### config.mk
export PLATFORM = sky130hd
export DESIGN_NAME = value_record_decoder_core
export DESIGN_NICKNAME = d
export VERILOG_FILES = /design/src/rtl/vrd_pkg.sv /design/src/rtl/vrd_tracker.sv /design/src/rtl/vrd_out_fifo.sv /design/src/rtl/value_record_decoder_core.sv
export SDC_FILE = /design/constraint.sdc
export NUM_CORES = 1
export LEC_CHECK = 0
export BUFFER_PORTS_ARGS = -buffer_cell sky130_fd_sc_hd__buf_2
export CELL_PAD_IN_SITES_DETAIL_PLACEMENT = 1
export CELL_PAD_IN_SITES_GLOBAL_PLACEMENT = 1
export CORE_UTILIZATION = 57
export DETAILED_ROUTE_END_ITERATION = 8
export PLACE_DENSITY_LB_ADDON = 0.2
export SYNTH_ARGS = -nofsm -noshare
export SYNTH_HDL_FRONTEND = slang
export SYNTH_HIERARCHICAL = 1
export SYNTH_SLANG_ARGS = --single-unit
### constraint.sdc
create_clock -name clk_i -period 42.6 [get_ports clk_i]
set_clock_uncertainty 0.15 [all_clocks]
set_input_delay 2.13 -clock clk_i [delete_from_list [all_inputs] [get_ports clk_i]]
set_output_delay 2.13 -clock clk_i [all_outputs]
set_load 0.02 [all_outputs]
### src/rtl/vrd_pkg.sv
`timescale 1ns / 1ps

package vrd_pkg;

  // Default string capacity of the decoder (text bytes per record)
  localparam int STRING_CAPACITY_DEF = 64;

  // Result queue depth; must stay a power of two, at least 2
  localparam int OUT_DEPTH = 4;

  // Record layout
  localparam logic [7:0] REC_VERSION = 8'd1;
  localparam logic [7:0] VER_POS     = 8'd3;
  localparam logic [7:0] TYPE_POS    = 8'd4;
  localparam logic [7:0] PAY_START   = 8'd8;
  localparam logic [7:0] HDR_BYTES   = 8'd16;
  localparam logic [7:0] IMAG_END    = 8'd24;
  localparam logic [7:0] IDX_MAX     = 8'd255;

  // Type codes
  localparam logic [7:0] T_EMPTY   = 8'd0;
  localparam logic [7:0] T_INT     = 8'd1;
  localparam logic [7:0] T_FLOAT   = 8'd2;
  localparam logic [7:0] T_COMPLEX = 8'd3;
  localparam logic [7:0] T_STRING  = 8'd4;

  typedef enum logic [2:0] {
    ST_OK        = 3'd0,
    ST_SHORT     = 3'd1,
    ST_BAD_HDR   = 3'd2,
    ST_BAD_TYPE  = 3'd3,
    ST_NO_IMAG   = 3'd4,
    ST_TOO_LONG  = 3'd5,
    ST_OVERRUN   = 3'd6
  } status_e;

  typedef struct packed {
    logic        is_final;
    status_e     status;
    logic [7:0]  value_type;
    logic [63:0] payload;
    logic [63:0] imag_bits;
    logic [7:0]  text_byte;
    logic [5:0]  text_length;
  } result_t;

  // Up to two results per byte: a text byte, then the summary
  typedef struct packed {
    logic    text_vld;
    logic    sum_vld;
    result_t text;
    result_t summary;
  } push_t;

  // Expected magic byte at header offsets 0..2
  function automatic logic [7:0] magic_byte(input logic [1:0] pos);
    logic [7:0] m;
    case (pos)
      2'd0:    m = 8'h51;  // 'Q'
      2'd1:    m = 8'h44;  // 'D'
      2'd2:    m = 8'h53;  // 'S'
      default: m = 8'h00;
    endcase
    return m;
  endfunction

endpackage

### src/rtl/vrd_tracker.sv
`timescale 1ns / 1ps

module vrd_tracker #(
  parameter int STRING_CAPACITY = vrd_pkg::STRING_CAPACITY_DEF
) (
  input  logic          clk_i,
  input  logic          rst_ni,
  input  logic          fire_i,
  input  logic [7:0]    byte_i,
  input  logic          last_i,
  output vrd_pkg::push_t push_o
);
  import vrd_pkg::*;

  logic [7:0]  byte_index_q, byte_index_d, idx_inc, idx_off, need_len;
  logic        header_good_q, header_good_d, hg_upd;
  logic [7:0]  type_q, type_d, type_upd;
  logic [63:0] pay_q, pay_d, pay_upd;
  logic [63:0] imag_q, imag_d, imag_upd;
  status_e     st;
  logic [63:0] sum_pay, sum_imag;
  logic [5:0]  sum_tl;

  always_comb begin
    hg_upd   = header_good_q;
    type_upd = type_q;
    pay_upd  = pay_q;
    imag_upd = imag_q;
    if (byte_index_q < VER_POS) begin
      if (byte_i != magic_byte(byte_index_q[1:0])) hg_upd = 1'b0;
    end else if (byte_index_q == VER_POS) begin
      if (byte_i != REC_VERSION) hg_upd = 1'b0;
    end else if (byte_index_q == TYPE_POS) begin
      type_upd = byte_i;
    end else if (byte_index_q >= PAY_START && byte_index_q < HDR_BYTES) begin
      pay_upd[{byte_index_q[2:0], 3'b000} +: 8] = byte_i;
    end else if (byte_index_q >= HDR_BYTES && byte_index_q < IMAG_END) begin
      imag_upd[{byte_index_q[2:0], 3'b000} +: 8] = byte_i;
    end

    idx_inc  = (byte_index_q == IDX_MAX) ? byte_index_q : byte_index_q + 8'd1;
    idx_off  = byte_index_q - HDR_BYTES;
    // only meaningful once the length is known to be below capacity
    need_len = HDR_BYTES + {2'b00, pay_upd[5:0]};

    // Summary status, in check order
    st       = ST_OK;
    sum_pay  = '0;
    sum_imag = '0;
    sum_tl   = '0;
    if (idx_inc < HDR_BYTES) begin
      st = ST_SHORT;
    end else if (!hg_upd) begin
      st = ST_BAD_HDR;
    end else if (type_upd == T_EMPTY) begin
      st = ST_OK;
    end else if (type_upd == T_INT || type_upd == T_FLOAT) begin
      sum_pay = pay_upd;
    end else if (type_upd == T_COMPLEX) begin
      if (idx_inc < IMAG_END) begin
        st = ST_NO_IMAG;
      end else begin
        sum_pay  = pay_upd;
        sum_imag = imag_upd;
      end
    end else if (type_upd == T_STRING) begin
      if (pay_upd >= 64'(STRING_CAPACITY)) begin
        st = ST_TOO_LONG;
      end else if (idx_inc < need_len) begin
        st = ST_OVERRUN;
      end else begin
        sum_pay = pay_upd;
        sum_tl  = pay_upd[5:0];
      end
    end else begin
      st = ST_BAD_TYPE;
    end

    // Text bytes lie at offset 16 and up, so the header state is already final
    push_o.text_vld = fire_i && header_good_q && (type_q == T_STRING) &&
                      (byte_index_q >= HDR_BYTES) &&
                      (pay_q < 64'(STRING_CAPACITY)) &&
                      ({56'd0, idx_off} < pay_q);
    push_o.text             = '0;
    push_o.text.status      = ST_OK;
    push_o.text.text_byte   = byte_i;

    push_o.sum_vld              = fire_i && last_i;
    push_o.summary.is_final     = 1'b1;
    push_o.summary.status       = st;
    push_o.summary.value_type   = type_upd;
    push_o.summary.payload      = sum_pay;
    push_o.summary.imag_bits    = sum_imag;
    push_o.summary.text_byte    = 8'd0;
    push_o.summary.text_length  = sum_tl;

    byte_index_d  = byte_index_q;
    header_good_d = header_good_q;
    type_d        = type_q;
    pay_d         = pay_q;
    imag_d        = imag_q;
    if (fire_i) begin
      if (last_i) begin
        byte_index_d  = '0;
        header_good_d = 1'b1;
        type_d        = '0;
        pay_d         = '0;
        imag_d        = '0;
      end else begin
        byte_index_d  = idx_inc;
        header_good_d = hg_upd;
        type_d        = type_upd;
        pay_d         = pay_upd;
        imag_d        = imag_upd;
      end
    end
  end

  always_ff @(posedge clk_i or negedge rst_ni) begin
    if (!rst_ni) begin
      byte_index_q  <= '0;
      header_good_q <= 1'b1;
      type_q        <= '0;
      pay_q         <= '0;
      imag_q        <= '0;
    end else begin
      byte_index_q  <= byte_index_d;
      header_good_q <= header_good_d;
      type_q        <= type_d;
      pay_q         <= pay_d;
      imag_q        <= imag_d;
    end
  end

  // record end returns to the start-of-record state
  a_clear_on_last: assert property (@(posedge clk_i) disable iff (!rst_ni)
    fire_i && last_i |=> byte_index_q == 8'd0 && header_good_q)
    else $error("tracker not cleared after last byte");

  // text only past the header of a string record
  a_text_in_body: assert property (@(posedge clk_i) disable iff (!rst_ni)
    push_o.text_vld |-> byte_index_q >= HDR_BYTES && type_q == T_STRING)
    else $error("text byte outside string body");

endmodule

### src/rtl/vrd_out_fifo.sv
`timescale 1ns / 1ps

module vrd_out_fifo (
  input  logic             clk_i,
  input  logic             rst_ni,
  input  vrd_pkg::push_t   push_i,
  output logic             has_room_o,
  output logic             out_valid_o,
  input  logic             out_ready_i,
  output vrd_pkg::result_t out_o
);
  import vrd_pkg::*;

  localparam int PTR_W = $clog2(OUT_DEPTH);
  localparam int CNT_W = $clog2(OUT_DEPTH + 1);

  result_t            mem_q [OUT_DEPTH];
  logic [PTR_W-1:0]   wr_ptr_q, rd_ptr_q, sum_ptr;
  logic [CNT_W-1:0]   count_q, push_n;
  logic               pop;

  assign has_room_o  = count_q <= CNT_W'(OUT_DEPTH - 2);
  assign out_valid_o = count_q != '0;
  assign out_o       = mem_q[rd_ptr_q];
  assign pop         = out_valid_o && out_ready_i;
  assign sum_ptr     = wr_ptr_q + PTR_W'(push_i.text_vld);
  assign push_n      = CNT_W'(push_i.text_vld) + CNT_W'(push_i.sum_vld);

  always_ff @(posedge clk_i) begin
    if (push_i.text_vld) mem_q[wr_ptr_q] <= push_i.text;
    if (push_i.sum_vld)  mem_q[sum_ptr]  <= push_i.summary;
  end

  always_ff @(posedge clk_i or negedge rst_ni) begin
    if (!rst_ni) begin
      wr_ptr_q <= '0;
      rd_ptr_q <= '0;
      count_q  <= '0;
    end else begin
      wr_ptr_q <= wr_ptr_q + PTR_W'(push_n);
      rd_ptr_q <= rd_ptr_q + PTR_W'(pop);
      count_q  <= count_q + push_n - CNT_W'(pop);
    end
  end

  a_no_overflow: assert property (@(posedge clk_i) disable iff (!rst_ni)
    push_n != '0 |-> (count_q + push_n) <= CNT_W'(OUT_DEPTH))
    else $error("result queue overflow");

  a_count_step: assert property (@(posedge clk_i) disable iff (!rst_ni)
    !pop && push_n == '0 |=> $stable(count_q))
    else $error("queue count moved without a transfer");

endmodule

### src/rtl/value_record_decoder_core.sv
`timescale 1ns / 1ps

// Timing: an input byte is held in the input register stage, then folded into the
//   record state and written into the result queue, which offers it at its output.
// Throughput: one byte per cycle while the queue has room for two more entries;
//   the result queue drains one result per cycle while out_ready_i is high.
// Reset: rst_ni asynchronous, active low; clears the record state, the input
//   stage and the result queue. The block is ready right after reset.

module value_record_decoder_core #(
  parameter int STRING_CAPACITY = vrd_pkg::STRING_CAPACITY_DEF
) (
  input  logic        clk_i,
  input  logic        rst_ni,
  // byte stream in
  input  logic        in_valid_i,
  output logic        in_ready_o,
  input  logic [7:0]  record_byte_i,
  input  logic        last_byte_i,
  // results out
  output logic        out_valid_o,
  input  logic        out_ready_i,
  output logic        is_final_o,
  output logic [2:0]  status_o,
  output logic [7:0]  value_type_o,
  output logic [63:0] payload_o,
  output logic [63:0] imag_bits_o,
  output logic [7:0]  text_byte_o,
  output logic [5:0]  text_length_o
);
  import vrd_pkg::*;

  // Input register stage. A held byte moves on to the tracker once the
  // result queue can take two more entries (text + summary worst case).
  logic       in_vld_q;
  logic [7:0] in_byte_q;
  logic       in_last_q;
  logic       has_room, advance;
  push_t      push;
  result_t    res;

  assign advance    = in_vld_q && has_room;
  assign in_ready_o = !in_vld_q || has_room;

  always_ff @(posedge clk_i or negedge rst_ni) begin
    if (!rst_ni) begin
      in_vld_q <= 1'b0;
    end else if (in_ready_o) begin
      in_vld_q <= in_valid_i;
    end
  end

  // payload of the input stage, no reset needed
  always_ff @(posedge clk_i) begin
    if (in_ready_o && in_valid_i) begin
      in_byte_q <= record_byte_i;
      in_last_q <= last_byte_i;
    end
  end

  // Record state and result formation; all combinational against the
  // registered state, so one byte per cycle while the result queue has room.
  vrd_tracker #(
    .STRING_CAPACITY(STRING_CAPACITY)
  ) u_tracker (
    .clk_i  (clk_i),
    .rst_ni (rst_ni),
    .fire_i (advance),
    .byte_i (in_byte_q),
    .last_i (in_last_q),
    .push_o (push)
  );

  // Result queue: takes up to two results per cycle, hands out one per transfer.
  vrd_out_fifo u_out_fifo (
    .clk_i       (clk_i),
    .rst_ni      (rst_ni),
    .push_i      (push),
    .has_room_o  (has_room),
    .out_valid_o (out_valid_o),
    .out_ready_i (out_ready_i),
    .out_o       (res)
  );

  assign is_final_o    = res.is_final;
  assign status_o      = res.status;
  assign value_type_o  = res.value_type;
  assign payload_o     = res.payload;
  assign imag_bits_o   = res.imag_bits;
  assign text_byte_o   = res.text_byte;
  assign text_length_o = res.text_length;

  // input stage can only stall while it holds a byte
  a_stall_holds: assert property (@(posedge clk_i) disable iff (!rst_ni)
    !in_ready_o |-> in_vld_q)
    else $error("input stalled while stage empty");

  // a held byte that cannot advance keeps its contents
  a_stage_holds: assert property (@(posedge clk_i) disable iff (!rst_ni)
    in_vld_q && !advance |=> in_vld_q && $stable(in_byte_q) && $stable(in_last_q))
    else $error("input stage lost a byte");

endmodule

# Word-level counts from Yosys, hierarchy flattened
# Memories as Yosys holds them, arrays and structs flattened.
# Index checks and enable logic that the tools add are counted.
# word_totals
regBits	162
ram_bits	616
output_inout_bits	156
wordCells	127
n_memories	1
# classes
n_addsub	10
order_cmp	12
n_eq_ne	12
n_shift	2
muxes	62
reduce_logical	17
# memory_table
name	words	width	read_ports	rd_ports_with_merged_regs	wr	line_no	source
u_out_fifo.mem_q	4	154	1	0	2	vrd_out_fifo.sv:17	result_t mem_q [OUT_DEPTH];
# op_table
cell	n
$mux W64	26
$bwmux W64	2
$ge A64 B7 Y1 const B	1
$lt A64 B7 Y1 const B	1
$lt A8 B64 Y1	1
$shift A8 B8 Y64 const A	1
$shiftx A8 B8 Y64	1
$mux W8	7
$mux W6	8
$lt A8 B5 Y1 const B	4
$mux W3	9
$eq A8 B2 Y1 const B	3
$eq A8 B3 Y1 const B	3
$pmux W7 S3	1
$logic_and A1 B1 Y1	11
$mux W1	9
$add A8 B1 Y8 const B	1
$eq A8 B1 Y1 const B	1
$eq A8 B8 Y1 const B	1
$ge A8 B4 Y1 const B	1
$ge A8 B5 Y1 const B	1
$logic_not A8 Y1	1
$lt A8 B2 Y1 const B	1
$lt A8 B8 Y1	1
other kinds (17)	19

# Longest topological paths before layout
# Gate-level depths: netlist of the first run.
# depth
word_depth	17
depth_mapped	21

# Cells and area by module
# The synthesis of the first run kept the hierarchy.
# modules_own_cells
module	instances	cells_each	area_each_um2	seq_area_each_um2
vrd_out_fifo	1	1531	30220.2	18672.9
vrd_tracker	1	1336	10651.5	3629.7
value_record_decoder_core	1	14	330.3	295.3

# Worst setup path after synthesis of the first run
# OpenSTA, ideal clock, no wires.
# synth_timing
kind	register to register
startpoint	reg u_tracker.byte_index_q[5]
endpoint	mem u_out_fifo/mem_q[0][0] (netlist bit) (enable)
setup_ps	880
t_arrival_ps	13106
required_time_ps	41570
slack_ps	28464
path_stages_with_launch	14
path_buffers	1
synth_period_minus_slack_ps	14136
cell_sequence	dfrtp_1 > clkbuf_1 > inv_1 > ha_1 > xor2_1 > ha_1 > a211oi_1 > nand4_1 > nor2_1 > nor4b_1 > nand3_1 > a31oi_1 > nand2b_1 > o21ai_0
# synth_lines
element	line_no	source
start, declared	vrd_tracker.sv:15	logic [7:0] byte_index_q, byte_index_d, idx_inc, idx_off, need_len;
start signal, assigned	vrd_tracker.sv:127	byte_index_q <= byte_index_d;
end, declared	vrd_out_fifo.sv:17	

==> results.md, run 1 <==
- Vias in the first global route: 27.33k
- Met1 usage: 0.4118
- Global-route wire length before repair: 172.8 mm
- TritonCTS clock tree: built
- Post-synthesis cell count: 2881
- Tot Pwr: 2.550 mW
- Fin worst setup slack: 35.57 ns
- Switching pwr: 0.8862 mW
- Worst R2R Setup Slack: 35.57 ns
- GRT Overall Usage: 0.3126
- Sequential fraction of the synthesis area: 0.5485
- PortBufs: 168
- Critical path required time: 42.82 ns
- Critical path capture point: u_out_fifo/mem_q[2][88]
- Most frequent cell after synthesis: edfxtp_1
- CP startpoint kind: flip-flop
- Worst Path Buf+Inv: 4
- Crit share post-route: 0.1650
- RSZ-0062 raised after global routing: no
- Initial DRC Count: 2060
- Slew @ Worst Pin: 1.208 ns
- Sink Count: 778
- Die Ht: 270.9 um
- Met2 Usage GRT: 0.5313
- Remaining DRCs: 0
- Launch point of the worst reg-to-reg path: u_tracker/byte_index_q[0]
- Reg2Reg Depth: 18
- Area growth from synthesis to layout: 7.883%
- Die area: 73360 sq um
- Relative slew slack: 0.1918
- RePlAce Congestion: 0.9102
- Htree depth: 3
- Critical Path Sink Type: flip-flop
- Cell Pwr Density: 57.38 nW/um^2
- Outcome: complete, no violations
- Clk pwr share: 0.268
- Clock latency on the worst-skew pair: 0.63 ns
- Total CTS buffers: 83
- Clock transition at the registers of the reported paths: 0.06 ns
- Post-CTS Repair Setup Buffers: 0
- Critical path data arrival time: 7.24 ns
- # hold bufs at CTS: 0
- Post-synth top cells: edfxtp_1, mux2_2, nor2_1, buf_4, nand2_1
- Max-slew violations: 0
- Largest net degree at the start of global routing: 81
- Initial core utilization: 0.5764
- Avg Cell Area, Syn: 14.30 sq um
- Final setup TNS: 0 ns
- Async SR Flop Fraction: 0.1967
- Pre-Repair DR Iteration Count: 5
- Mapped Area: 41200 sq um
- Rows: 98
- CP max stage delay: 0.77 ns
- Critical setup path kind: reg2reg
- Yosys top cell by area: edfxtp_1
- Final setup violating endpoints: 0
- Maxcap violations: 0
- Post-placement setup slack: 35.70 ns
- Largest delay share family, worst path: simple AND/OR/NAND/NOR gates
- Final Critical Period: 7.027 ns
- Synth area leaders: edfxtp_1, mux2_2, dfrtp_1
- Hold Vio Cnt, Final: 0
- Synth Flop Type: edfxtp_1
- Int Pwr: 1.664 mW
- Global routing usage on met3: 0.03825
- Resized Gates After CTS: 0
- Via Count: 25.30k
- Root Buffer: clkbuf_16
- CP most frequent cell: ha_1
- Share of power burned in registers: 0.382
- Logic pwr share: 0.350
- Ports: 169
- Static Leak: 15.51 nW
- Detailed placement HPWL: 71.22 mm
- Core footprint: 71490 sq um
- Net count, final: 3043
- Gr busiest metal: met2
- Remaining antenna violation count: 0
- Peak Freq: 142.3 MHz
- Routed len/inst: 28.35 um
- Worst min path class: reg2reg
- Cells along the critical path: inv_1 > ha_1 > ha_1 > nor2b_1 > and4_1 > mux2i_1 > inv_1 > ha_1 > inv_1 > ha_1 > nor2b_1 > o21ai_0 > o2111a_1 > and4bb_2 > a21oi_4 > buf_4 > nor2_1 > mux2_2
- Critical Path Source: u_tracker/byte_index_q[0]
- Syn. warnings: 6
- Reg2reg end: u_out_fifo/mem_q[2][88]
- Share of cells above drive strength 1: 0.3736
- Crit Path Max Fanout: 48
- Total grt overflow: 0
- WP depth: 18
- Critical path's slowest cell: and4_1
- Filler cells: 6789
- CTS max path bufs: 3
- Worst VDD drop: 0.04480 mV
- Sw Ratio: 0.3475
- Die Wd: 270.9 um
- Routed vias/inst: 6.301
- WL final: 113.8 mm
- Synth unique cells: 77
- Top cell type's share of synthesized area: 0.4555
- Min-delay src: u_tracker/imag_q[26]
- Initial antenna violation count: 3
- Post-synth EDFFs: 625
- #FFs+latches synth: 778
-- worst reg2reg max path, cell delays in order (launching register included) --
cell and delay (ns):
dfrtp_1 0.75, inv_1 0.29, ha_1 0.33, ha_1 0.48
nor2b_1 0.21, and4_1 0.77, mux2i_1 0.47, inv_1 0.14
ha_1 0.30, inv_1 0.04, ha_1 0.28, nor2b_1 0.13
o21ai_0 0.14, o2111a_1 0.28, and4bb_2 0.27, a21oi_4 0.45
buf_4 0.62, nor2_1 0.33, mux2_2 0.35
-- through the flow --
step           cell area, sq um  hold slack [ns]  utilization  std cells
5_1_grt                   44450           0.3689       0.6218       4015
3_5_place_dp              41920           0.3260       0.5864       3863
6_report                  44450           0.3373       0.6218       4016
2_1_floorplan             41780           0.2997            -       3034
4_1_cts                   44450           0.3394       0.6218       4015
3_3_place_gp              41920           0.3111       0.5864       3863
-- cells in the final DEF (no fill, tap or decap), types with 13 or more instances in the layout --
cell type | synthesis | layout
nor3_1 | 17 | 16
nand4_1 | 14 | 14
conb_1 | 2 | 155
xnor2_1 | 13 | 13
and2_1 | 24 | 24
dfrtp_1 | 152 | 150
o21ai_0 | 111 | 109
nand3_1 | 21 | 21
nand2b_1 | 13 | 13
clkbuf_1 | 74 | 26
a22o_1 | 39 | 39
nor2_1 | 203 | 201
buf_2 | 18 | 167
buf_4 | 189 | 49
ha_1 | 31 | 31
clkbuf_16 | 0 | 86
edfxtp_1 | 625 | 625
a21oi_1 | 77 | 77
mux4_2 | 154 | 154
clkinv_1 | 1 | 23
nand2_1 | 172 | 171
inv_1 | 30 | 30
mux2_2 | 620 | 620
mux2i_1 | 59 | 59
-- worst min path at each step --
stage | end | cells past startpoint | slack [ns]
global route | u_tracker/imag_q[26] | 2 | 0.37
global placement | u_tracker/imag_q[14] | 2 | 0.31
detailed placement | u_tracker/imag_q[11] | 2 | 0.33
floorplan | u_tracker/imag_q[14] | 2 | 0.30
CTS | u_tracker/imag_q[11] | 2 | 0.34
finish | u_tracker/imag_q[26] | 2 | 0.34
-- kinds of logic (layout without fill, tap and decap cells) --
logic type / count (synthesis) / in the layout / synth area share
xor+xnor: 17 / 17 / 0.003614
simple gates: 543 / 543 / 0.06213
fa+ha+maj: 32 / 32 / 0.009900
compound gates: 295 / 295 / 0.04334
buf+inv: 369 / 400 / 0.05995
other cells: 2 / 156 / 0.0001823
flops: 778 / 778 / 0.5485
mux: 845 / 845 / 0.2724
-- flip-flops by register name, summed over array words and instances (netlist names) --
name	flops
u_out_fifo/wr_ptr_q	2
u_out_fifo/mem_q	616
u_tracker/pay_q	64
u_out_fifo/count_q	3
u_tracker/byte_index_q	8
u_tracker/header_good_q	1
u_tracker/imag_q	64
in_last_q	1
in_byte_q	8
u_tracker/type_q	8
in_vld_q	1
u_out_fifo/rd_ptr_q	2
-- routing by layer --
metal | vias up | routed length, um | part of all wire
li1 | 10910 | - | -
met3 | 227 | 5831 | 0.051
met1 | 13340 | 46600 | 0.41
met5 | - | 0 | 0
met2 | 831 | 57400 | 0.50
met4 | 0 | 4012 | 0.035
-- power groups by stage --
stage	clock, mW	combinational, mW	sequential [mW]
2_1_floorplan	0	0.653	0.977
3_3_place_gp	0	0.876	0.984
5_1_grt	0.719	0.939	0.982
4_1_cts	0.694	0.897	0.976
6_report	0.682	0.893	0.975
3_5_place_dp	0	0.892	0.990
-- final cells by class --
| type | count | area [sq um] | share of cell area |
|---|---|---|---|
| Sequential cell | 778 | 22610 | 0.5086 |
| Multi-Input combinational cell | 1887 | 16800 | 0.3779 |
| Clock buffer | 116 | 2305 | 0.05185 |
| Timing Repair Buffer | 217 | 1215 | 0.02733 |
| Tap cell | 950 | 1189 | 0.02674 |
| Clock inverter | 36 | 221.5 | 0.004982 |
| Inverter | 31 | 116.4 | 0.002618 |
| Antenna cell | 1 | 2.502 | 0.00005630 |
No activity file was read; power rests on OpenSTA's default activity.
==> inputs of run 2 (changes only) <==
Settings changed: CORE_UTILIZATION 57 to 53.
Clock period 42.6 ns to 6.9 ns, I/O delays scaled along.
==> run 2 against run 1 <==
Effect of this change:
- routed wire length increased by 4.0%
- maximum frequency increased by 14%
- first-iteration DRC count decreased by 10%
- worst setup slack got worse by 35 ns
- count of clock-buffer cells in the layout unchanged
- largest cell class unchanged
- largest power group unchanged
- highest routed layer is now met5
==> results.md, run 2 (same netlist as run 1, synthesis figures left out) <==
- Hold Vio Cnt, Final: 0 (unchanged)
- RSZ-0062 raised after global routing: no
- Detailed placement HPWL: 73.67 mm (+3.4%)
- Critical path data arrival time: 6.42 ns (-0.82 ns)
- Met2 Usage GRT: 0.5238 (-0.007496)
- Relative slew slack: 0.08379 (-0.1080)
- Commonest non-fill, non-tap cell in the layout: edfxtp_1
- GRT Overall Usage: 0.3026 (-0.009922)
- Launch point of the worst reg-to-reg path: u_tracker/byte_index_q[0]
- Die Wd: 280.8 um (+3.7%)
- Largest delay share family, worst path: adder cells
- Crit Path Max Fanout: 48 (unchanged)
- Initial DRC Count: 1846 (-10%)
- Critical setup path kind: reg2reg
- Total grt overflow: 0 (unchanged)
- Worst min path class: in2async
- Die area: 78860 sq um (+7.5%)
- CP max stage delay: 0.77 ns (about the same)
- Rows: 101 (+3.1%)
- Met1 usage: 0.3959 (-0.01587)
- Final setup violating endpoints: 0 (unchanged)
- Sink Count: 778 (unchanged)
- Logic pwr share: 0.342 (-0.008)
- Peak Freq: 161.8 MHz (+14%)
- Placed Cells: 3954 (+2.4%)
- CTS max path bufs: 3 (unchanged)
- Routed vias/inst: 6.133 (-2.7%)
- Reg2reg end: u_out_fifo/mem_q[0][104]
- TritonCTS clock tree: built
- Worst R2R Setup Slack: 0.72 ns (-34.85 ns)
- Initial antenna violation count: 2 (-1)
- Sw Ratio: 0.3439 (-0.003622)
- Outcome: complete, no violations
- Static Leak: 15.89 nW (+2.5%)
- Routed len/inst: 28.67 um (+1.1%)
- Most flop-heavy register: u_out_fifo/mem_q
- CP startpoint kind: flip-flop
- Pre-Repair DR Iteration Count: 5 (unchanged)
- Share of power burned in registers: 0.367 (-0.015)
- Largest registers: u_out_fifo/mem_q (616), u_tracker/imag_q (64), u_tracker/pay_q (64)
- Post-route non-filler standard cell count: 4128 (+2.8%)
- Gr busiest metal: met2
- Via Count: 25.32k (+0.055%)
- Reg2Reg Depth: 18 (unchanged)
- RePlAce Congestion: 0.9434 (+3.6%)
- Share of cells above drive strength 1: 0.3810 (+0.007441)
- Maxcap violations: 0 (unchanged)
- Clock transition at the registers of the reported paths: 0.06 ns (about the same)
- Int Pwr: 10.78 mW (+550%)
- WL final: 118.4 mm (+4.0%)
- Global-route wire length before repair: 177.2 mm (+2.6%)
- Clk pwr share: 0.291 (+0.023)
- PortBufs: 168 (unchanged)
- Total CTS buffers: 86 (+3.6%)
- Final setup TNS: 0 ns (unchanged)
- Htree depth: 3 (unchanged)
- Resized Gates After CTS: 0 (unchanged)
- Cell Pwr Density: 361.9 nW/um^2 (+530%)
- Root Buffer: clkbuf_16
- Critical Path Sink Type: flip-flop
- Global routing usage on met3: 0.03949 (+0.001235)
- Core footprint: 76450 sq um (+7.0%)
- Net count, final: 3069 (+0.85%)
- Post-CTS Repair Setup Buffers: 0 (unchanged)
- Vias in the first global route: 27.82k (+1.8%)
- Clock latency on the worst-skew pair: 0.65 ns (+0.02 ns)
- Area growth from synthesis to layout: 10.17%
- Crit share post-route: 0.8956 (+0.7307)
- Die Ht: 280.8 um (+3.7%)
- Cells along the critical path: inv_1 > ha_1 > ha_1 > nor2b_1 > and4_1 > mux2i_1 > inv_1 > ha_1 > inv_1 > ha_1 > nor2b_1 > o21ai_0 > o2111a_1 > and4bb_2 > a21oi_4 > buf_12 > nor2_1 > mux2_2
- Worst hold slack: 0.2285 ns (-0.1088 ns)
- Initial core utilization: 0.5389 (-0.03746)
- Switching pwr: 5.649 mW (+540%)
- Max-slew violations: 0 (unchanged)
- Remaining antenna violation count: 0 (unchanged)
- Largest register FFs: 616 (unchanged)
- Worst VDD drop: 0.2679 mV (+500%)
- Slew @ Worst Pin: 1.355 ns (+0.1474 ns)
- Final Critical Period: 6.180 ns (-0.8475 ns)
- Largest net degree at the start of global routing: 89 (+9.9%)
- Worst Path Buf+Inv: 4 (unchanged)
- CP most frequent cell: ha_1
- Remaining DRCs: 0 (unchanged)
- Ports: 169 (unchanged)
- Critical path's slowest cell: dfrtp_1
- Critical path required time: 7.14 ns (-35.68 ns)
- Most frequent cells in the layout: edfxtp_1, mux2_2, nor2_1
[run 2: cell count changes in the layout (fill, tap and decap cells not counted), moves of 2 or more]
cell           before  now
buf_12              0   18
bufinv_16           2    9
clkinv_2            8   16
clkinv_1           23   16
clkbuf_16          86   95
buf_4              49   42
dlygate4sd3_1       0   12
clkbuf_1           26   19
clkbuf_8            4    2
[run 2: how the worst max path moves through the flow]
stage / start / endpoint / slack (ns) / cells past startpoint
after floorplan: u_tracker/byte_index_q[5] / u_out_fifo/mem_q[0][0] / -0.14 / 13
after global placement: u_tracker/byte_index_q[0] / u_out_fifo/mem_q[1][105] / 1.07 / 18
after detailed placement: u_tracker/byte_index_q[0] / u_out_fifo/mem_q[1][104] / 0.91 / 18
after CTS: u_tracker/byte_index_q[0] / u_out_fifo/mem_q[0][104] / 0.86 / 18
after global routing: u_tracker/byte_index_q[0] / u_out_fifo/mem_q[0][104] / 0.47 / 18
final: u_tracker/byte_index_q[0] / u_out_fifo/mem_q[0][104] / 0.72 / 18
[run 2: per-stage QoR]
step	area, sq um	power (mW)	worst slack (ns)	util
floorplan	41780	9.986	-0.1444	-
global placement	42330	11.58	1.074	0.5537
detailed placement	42330	11.72	0.9062	0.5537
CTS	45380	16.52	0.8637	0.5936
global route	45390	16.98	0.4662	0.5937
finish	45390	16.43	0.7202	0.5937
[run 2: routing by layer]
layer | up-vias | routed length (um)
met2 | 734 | 60120
met3 | 177 | 5839
met5 | - | 12
met1 | 13440 | 49290
met4 | 2 | 3088
li1 | 10970 | -
[run 2: cell type report]
cell class              count  area [sq um]
diodes                      1         2.502
repair buffers            240          1643
clock buffers             116          2476
fillers                  7270         31060
clock inverters            45         457.9
inverters                  31         116.4
flip-flops and latches    778         22610
well taps                1030          1289
multi-input cells        1887         16800
[run 2: repair_timing]
item | 4_1_cts | 5_1_grt
endpoints found under the hold margin | 98 | 0
hold buffers | 12 | 0
endpoints found under the setup margin | 0 | 0
[run 2: worst reg2reg max path, delay by kind of cell, from the launching register on]
kind | cells | cell delay [ns]
simple gates | 5 | 1.21
flops | 1 | 0.77
fa+ha+maj | 4 | 1.39
mux | 2 | 0.77
buf+inv | 4 | 0.79
compound gates | 3 | 0.84
[run 2: power groups by stage]
stage | sequential, mW | clock (mW) | combinational [mW]
after floorplan | 5.95 | 0 | 4.04
after global placement | 6.08 | 0 | 5.51
after detailed placement | 6.12 | 0 | 5.59
after CTS | 6.03 | 4.85 | 5.64
after global routing | 6.07 | 5.00 | 5.91
final | 6.03 | 4.78 | 5.61
==> inputs of run 3 (changes only) <==
Settings changed: ABC_AREA set to 1, CORE_UTILIZATION 53 to 47.
==> run 3 against run 2 <==
Effect of this change:
- sequential share of layout area is 2.4 points lower
- combinational power rose by 45%
- via count rose by 56%
- clock power about the same
- core utilization fell by 7.6 points
- die area grew 20%
- synthesized cell count up 92%
- hold slack worse by 0.079 ns
- routed wire length grew 30%
- maximum frequency rose by 1.5%
==> results.md, run 3 <==
- Placed cell areas: 44640 sq um (+5.5%)
- PortBufs: 168 (unchanged)
- Root Buffer: clkbuf_16
- ANT cells: 0 (-1)
- Tot Pwr: 18.94 mW (+15%)
- Most frequent cells in the layout: nand2_1, nor2_1, edfxtp_1
- Sink Count: 778 (unchanged)
- Final setup violating endpoints: 0 (unchanged)
- Clock latency on the worst-skew pair: 0.68 ns (+0.03 ns)
- Total grt overflow: 0 (unchanged)
- Routed vias/inst: 5.789 (-5.6%)
- Share of cells above drive strength 1: 0.07683 (-0.3042)
- Area growth from synthesis to layout: 8.648%
- Ports: 169 (unchanged)
- Commonest non-fill, non-tap cell in the layout: nand2_1
- Sequential fraction of the synthesis area: 0.5150 (-0.03350)
- Worst hold slack: 0.1492 ns (-0.07931 ns)
- Outcome: complete, no violations
- Post-synth top cells: nand2_1, nor2_1, edfxtp_1, o21ai_0, nand3_1
- Placed Cells: 6636 (+68%)
- WL final: 153.7 mm (+30%)
- Critical setup path kind: reg2reg
- Most flop-heavy register: u_out_fifo/mem_q
- Die Ht: 307.6 um (+9.5%)
- Detailed placement HPWL: 87.37 mm (+19%)
- Fin worst setup slack: 0.8131 ns (+0.09285 ns)
- Core footprint: 92080 sq um (+20%)
- Largest net degree at the start of global routing: 164 (+84%)
- Htree depth: 3 (unchanged)
- Launch point of the worst reg-to-reg path: u_tracker/byte_index_q[0]
- Critical path required time: 7.16 ns (+0.02 ns)
- Max-slew violations: 0 (unchanged)
- Util after Layout: 0.5178 (-0.07594)
- Static Leak: 20.62 nW (+30%)
- Post-synth EDFFs: 625 (unchanged)
- Slew @ Worst Pin: 1.232 ns (-0.1233 ns)
- CTS max path bufs: 3 (unchanged)
- Crit Path Max Fanout: 27 (-44%)
- CP startpoint kind: flip-flop
- Post-route design area: 47680 sq um (+5.0%)
- Worst R2R Setup Slack: 0.81 ns (+0.09 ns)
- Async SR Flop Fraction: 0.1967 (unchanged)
- # hold bufs at CTS: 12 (unchanged)
- TritonCTS clock tree: built
- Critical Path Source: u_tracker/byte_index_q[0]
- Remaining DRCs: 0 (unchanged)
- Routed len/inst: 22.56 um (-21%)
- Mapped Area: 43880 sq um (+6.5%)
- Rows: 111 (+9.9%)
- Net count, final: 5541 (+81%)
- Syn. warnings: 6 (unchanged)
- Initial core utilization: 0.4766 (-0.06234)
- Most frequent cell after synthesis: nand2_1
- Top cell type's share of synthesized area: 0.4277 (-0.02782)
- Vias in the first global route: 40.96k (+47%)
- Die Wd: 307.6 um (+9.5%)
- Worst min path class: in2async
- Peak Freq: 164.3 MHz (+1.5%)
- Synth unique cells: 53 (-31%)
- Maxcap violations: 0 (unchanged)
- Synth Flop Type: edfxtp_1
- Initial antenna violation count: 1 (-1)
- Relative slew slack: 0.1787 (+0.09494)
- Die area: 94590 sq um (+20%)
- Remaining antenna violation count: 0 (unchanged)
- Worst VDD drop: 0.3938 mV (+47%)
- Global-route wire length before repair: 239.1 mm (+35%)
- Final Critical Period: 6.087 ns (-0.09285 ns)
- Initial DRC Count: 3360 (+82%)
- Cell Pwr Density: 397.3 nW/um^2 (+9.8%)
- Largest register FFs: 616 (unchanged)
- Post-route non-filler standard cell count: 6814 (+65%)
- Hold Vio Cnt, Final: 0 (unchanged)
- Synth area leaders: edfxtp_1, nand2_1, dfrtp_1
- Critical path capture point: u_out_fifo/mem_q[0][117]
- GRT Overall Usage: 0.3259 (+0.02323)
- Filler cells: 11.22k (+54%)
- Reg2Reg Depth: 21 (+3)
- Critical path data arrival time: 6.34 ns (-0.08 ns)
- Resized Gates After CTS: 0 (unchanged)
- RePlAce Congestion: 0.9104 (-3.5%)
- Reg2reg end: u_out_fifo/mem_q[0][117]
- Via Count: 39.44k (+56%)
- Yosys top cell by area: edfxtp_1
- Largest registers: u_out_fifo/mem_q (616), u_tracker/imag_q (64), u_tracker/pay_q (64)
- Pre-Repair DR Iteration Count: 6 (+1)
- Crit share post-route: 0.8822 (-0.01346)
- #FFs+latches synth: 778 (unchanged)
- Post-CTS Repair Setup Buffers: 0 (unchanged)
- RSZ-0062 raised after global routing: no
- Clock transition at the registers of the reported paths: 0.06 ns (about the same)
- Critical Path Sink Type: flip-flop
- Total CTS buffers: 89 (+3.5%)
- Post-placement setup slack: 1.055 ns (+0.1485 ns)
- Final setup TNS: 0 ns (unchanged)
- Avg Cell Area, Syn: 7.920 sq um (-45%)
- Post-synthesis cell count: 5541 (+92%)
run 3: power breakdown:
group | switching (mW) | leakage (nW) | total (mW) | internal, mW
combinational | 6.36 | 11.4 | 8.14 | 1.78
clock | 2.00 | 1.43 | 4.79 | 2.79
sequential | 0.251 | 7.78 | 6.01 | 5.76
run 3: worst max-delay path, stage by stage (launching register included):
cell	delay [ns]
dfrtp_1	0.95
inv_2	0.34
ha_1	0.36
ha_1	0.39
inv_1	0.14
nand3_1	0.09
nor2_1	0.34
nand2_1	0.37
o21ai_0	0.55
ha_1	0.34
inv_1	0.06
ha_1	0.23
a21oi_1	0.13
nor2_1	0.05
nor2_1	0.12
nand3_1	0.11
nand3_1	0.15
o21ai_1	0.10
inv_2	0.41
nor2_1	0.18
nand3_1	0.14
nand2_1	0.09
run 3: how the worst min path moves through the flow:
| stage | slack (ns) | endpoint | cells past startpoint | startpoint |
|---|---|---|---|---|
| detailed placement | 0.32 | u_tracker/imag_q[30] | 2 | u_tracker/imag_q[30] |
| finish | 0.15 | u_out_fifo/rd_ptr_q[0] | 2 | rst_ni |
| global route | 0.24 | u_out_fifo/rd_ptr_q[0] | 2 | rst_ni |
| CTS | 0.20 | u_tracker/imag_q[2] | 2 | rst_ni |
| floorplan | -0.10 | in_vld_q | 0 | rst_ni |
| global placement | 0.31 | u_tracker/imag_q[41] | 2 | u_tracker/imag_q[41] |
run 3: cell type report:
class	instances	area, sq um	share of cell area
flip-flops and latches	778	22600	0.4741
multi-input cells	4185	18220	0.3821
clock buffers	118	2437	0.05112
repair buffers	234	1585	0.03325
well taps	1243	1555	0.03262
inverters	208	802.0	0.01682
clock inverters	48	479.2	0.01005
run 3: routing by layer:
layer / up-vias / global-route usage / wire, um
met2: 1353 / 0.5502 / 74590
met5: - / 0 / 0
met4: 0 / 0.1294 / 5502
met3: 318 / 0.03558 / 9014
li1: 17940 / - / -
met1: 19830 / 0.4286 / 64610
run 3: logic make-up (layout without fill, tap and decap cells):
group / Yosys count / count (layout) / share of synthesized area
compound gates: 770 / 770 / 0.09235
xor+xnor: 6 / 6 / 0.001198
fa+ha+maj: 32 / 32 / 0.009295
buf+inv: 731 / 608 / 0.08611
flops: 778 / 778 / 0.5150
other cells: 2 / 155 / 0.0001711
simple gates: 3222 / 3222 / 0.2959
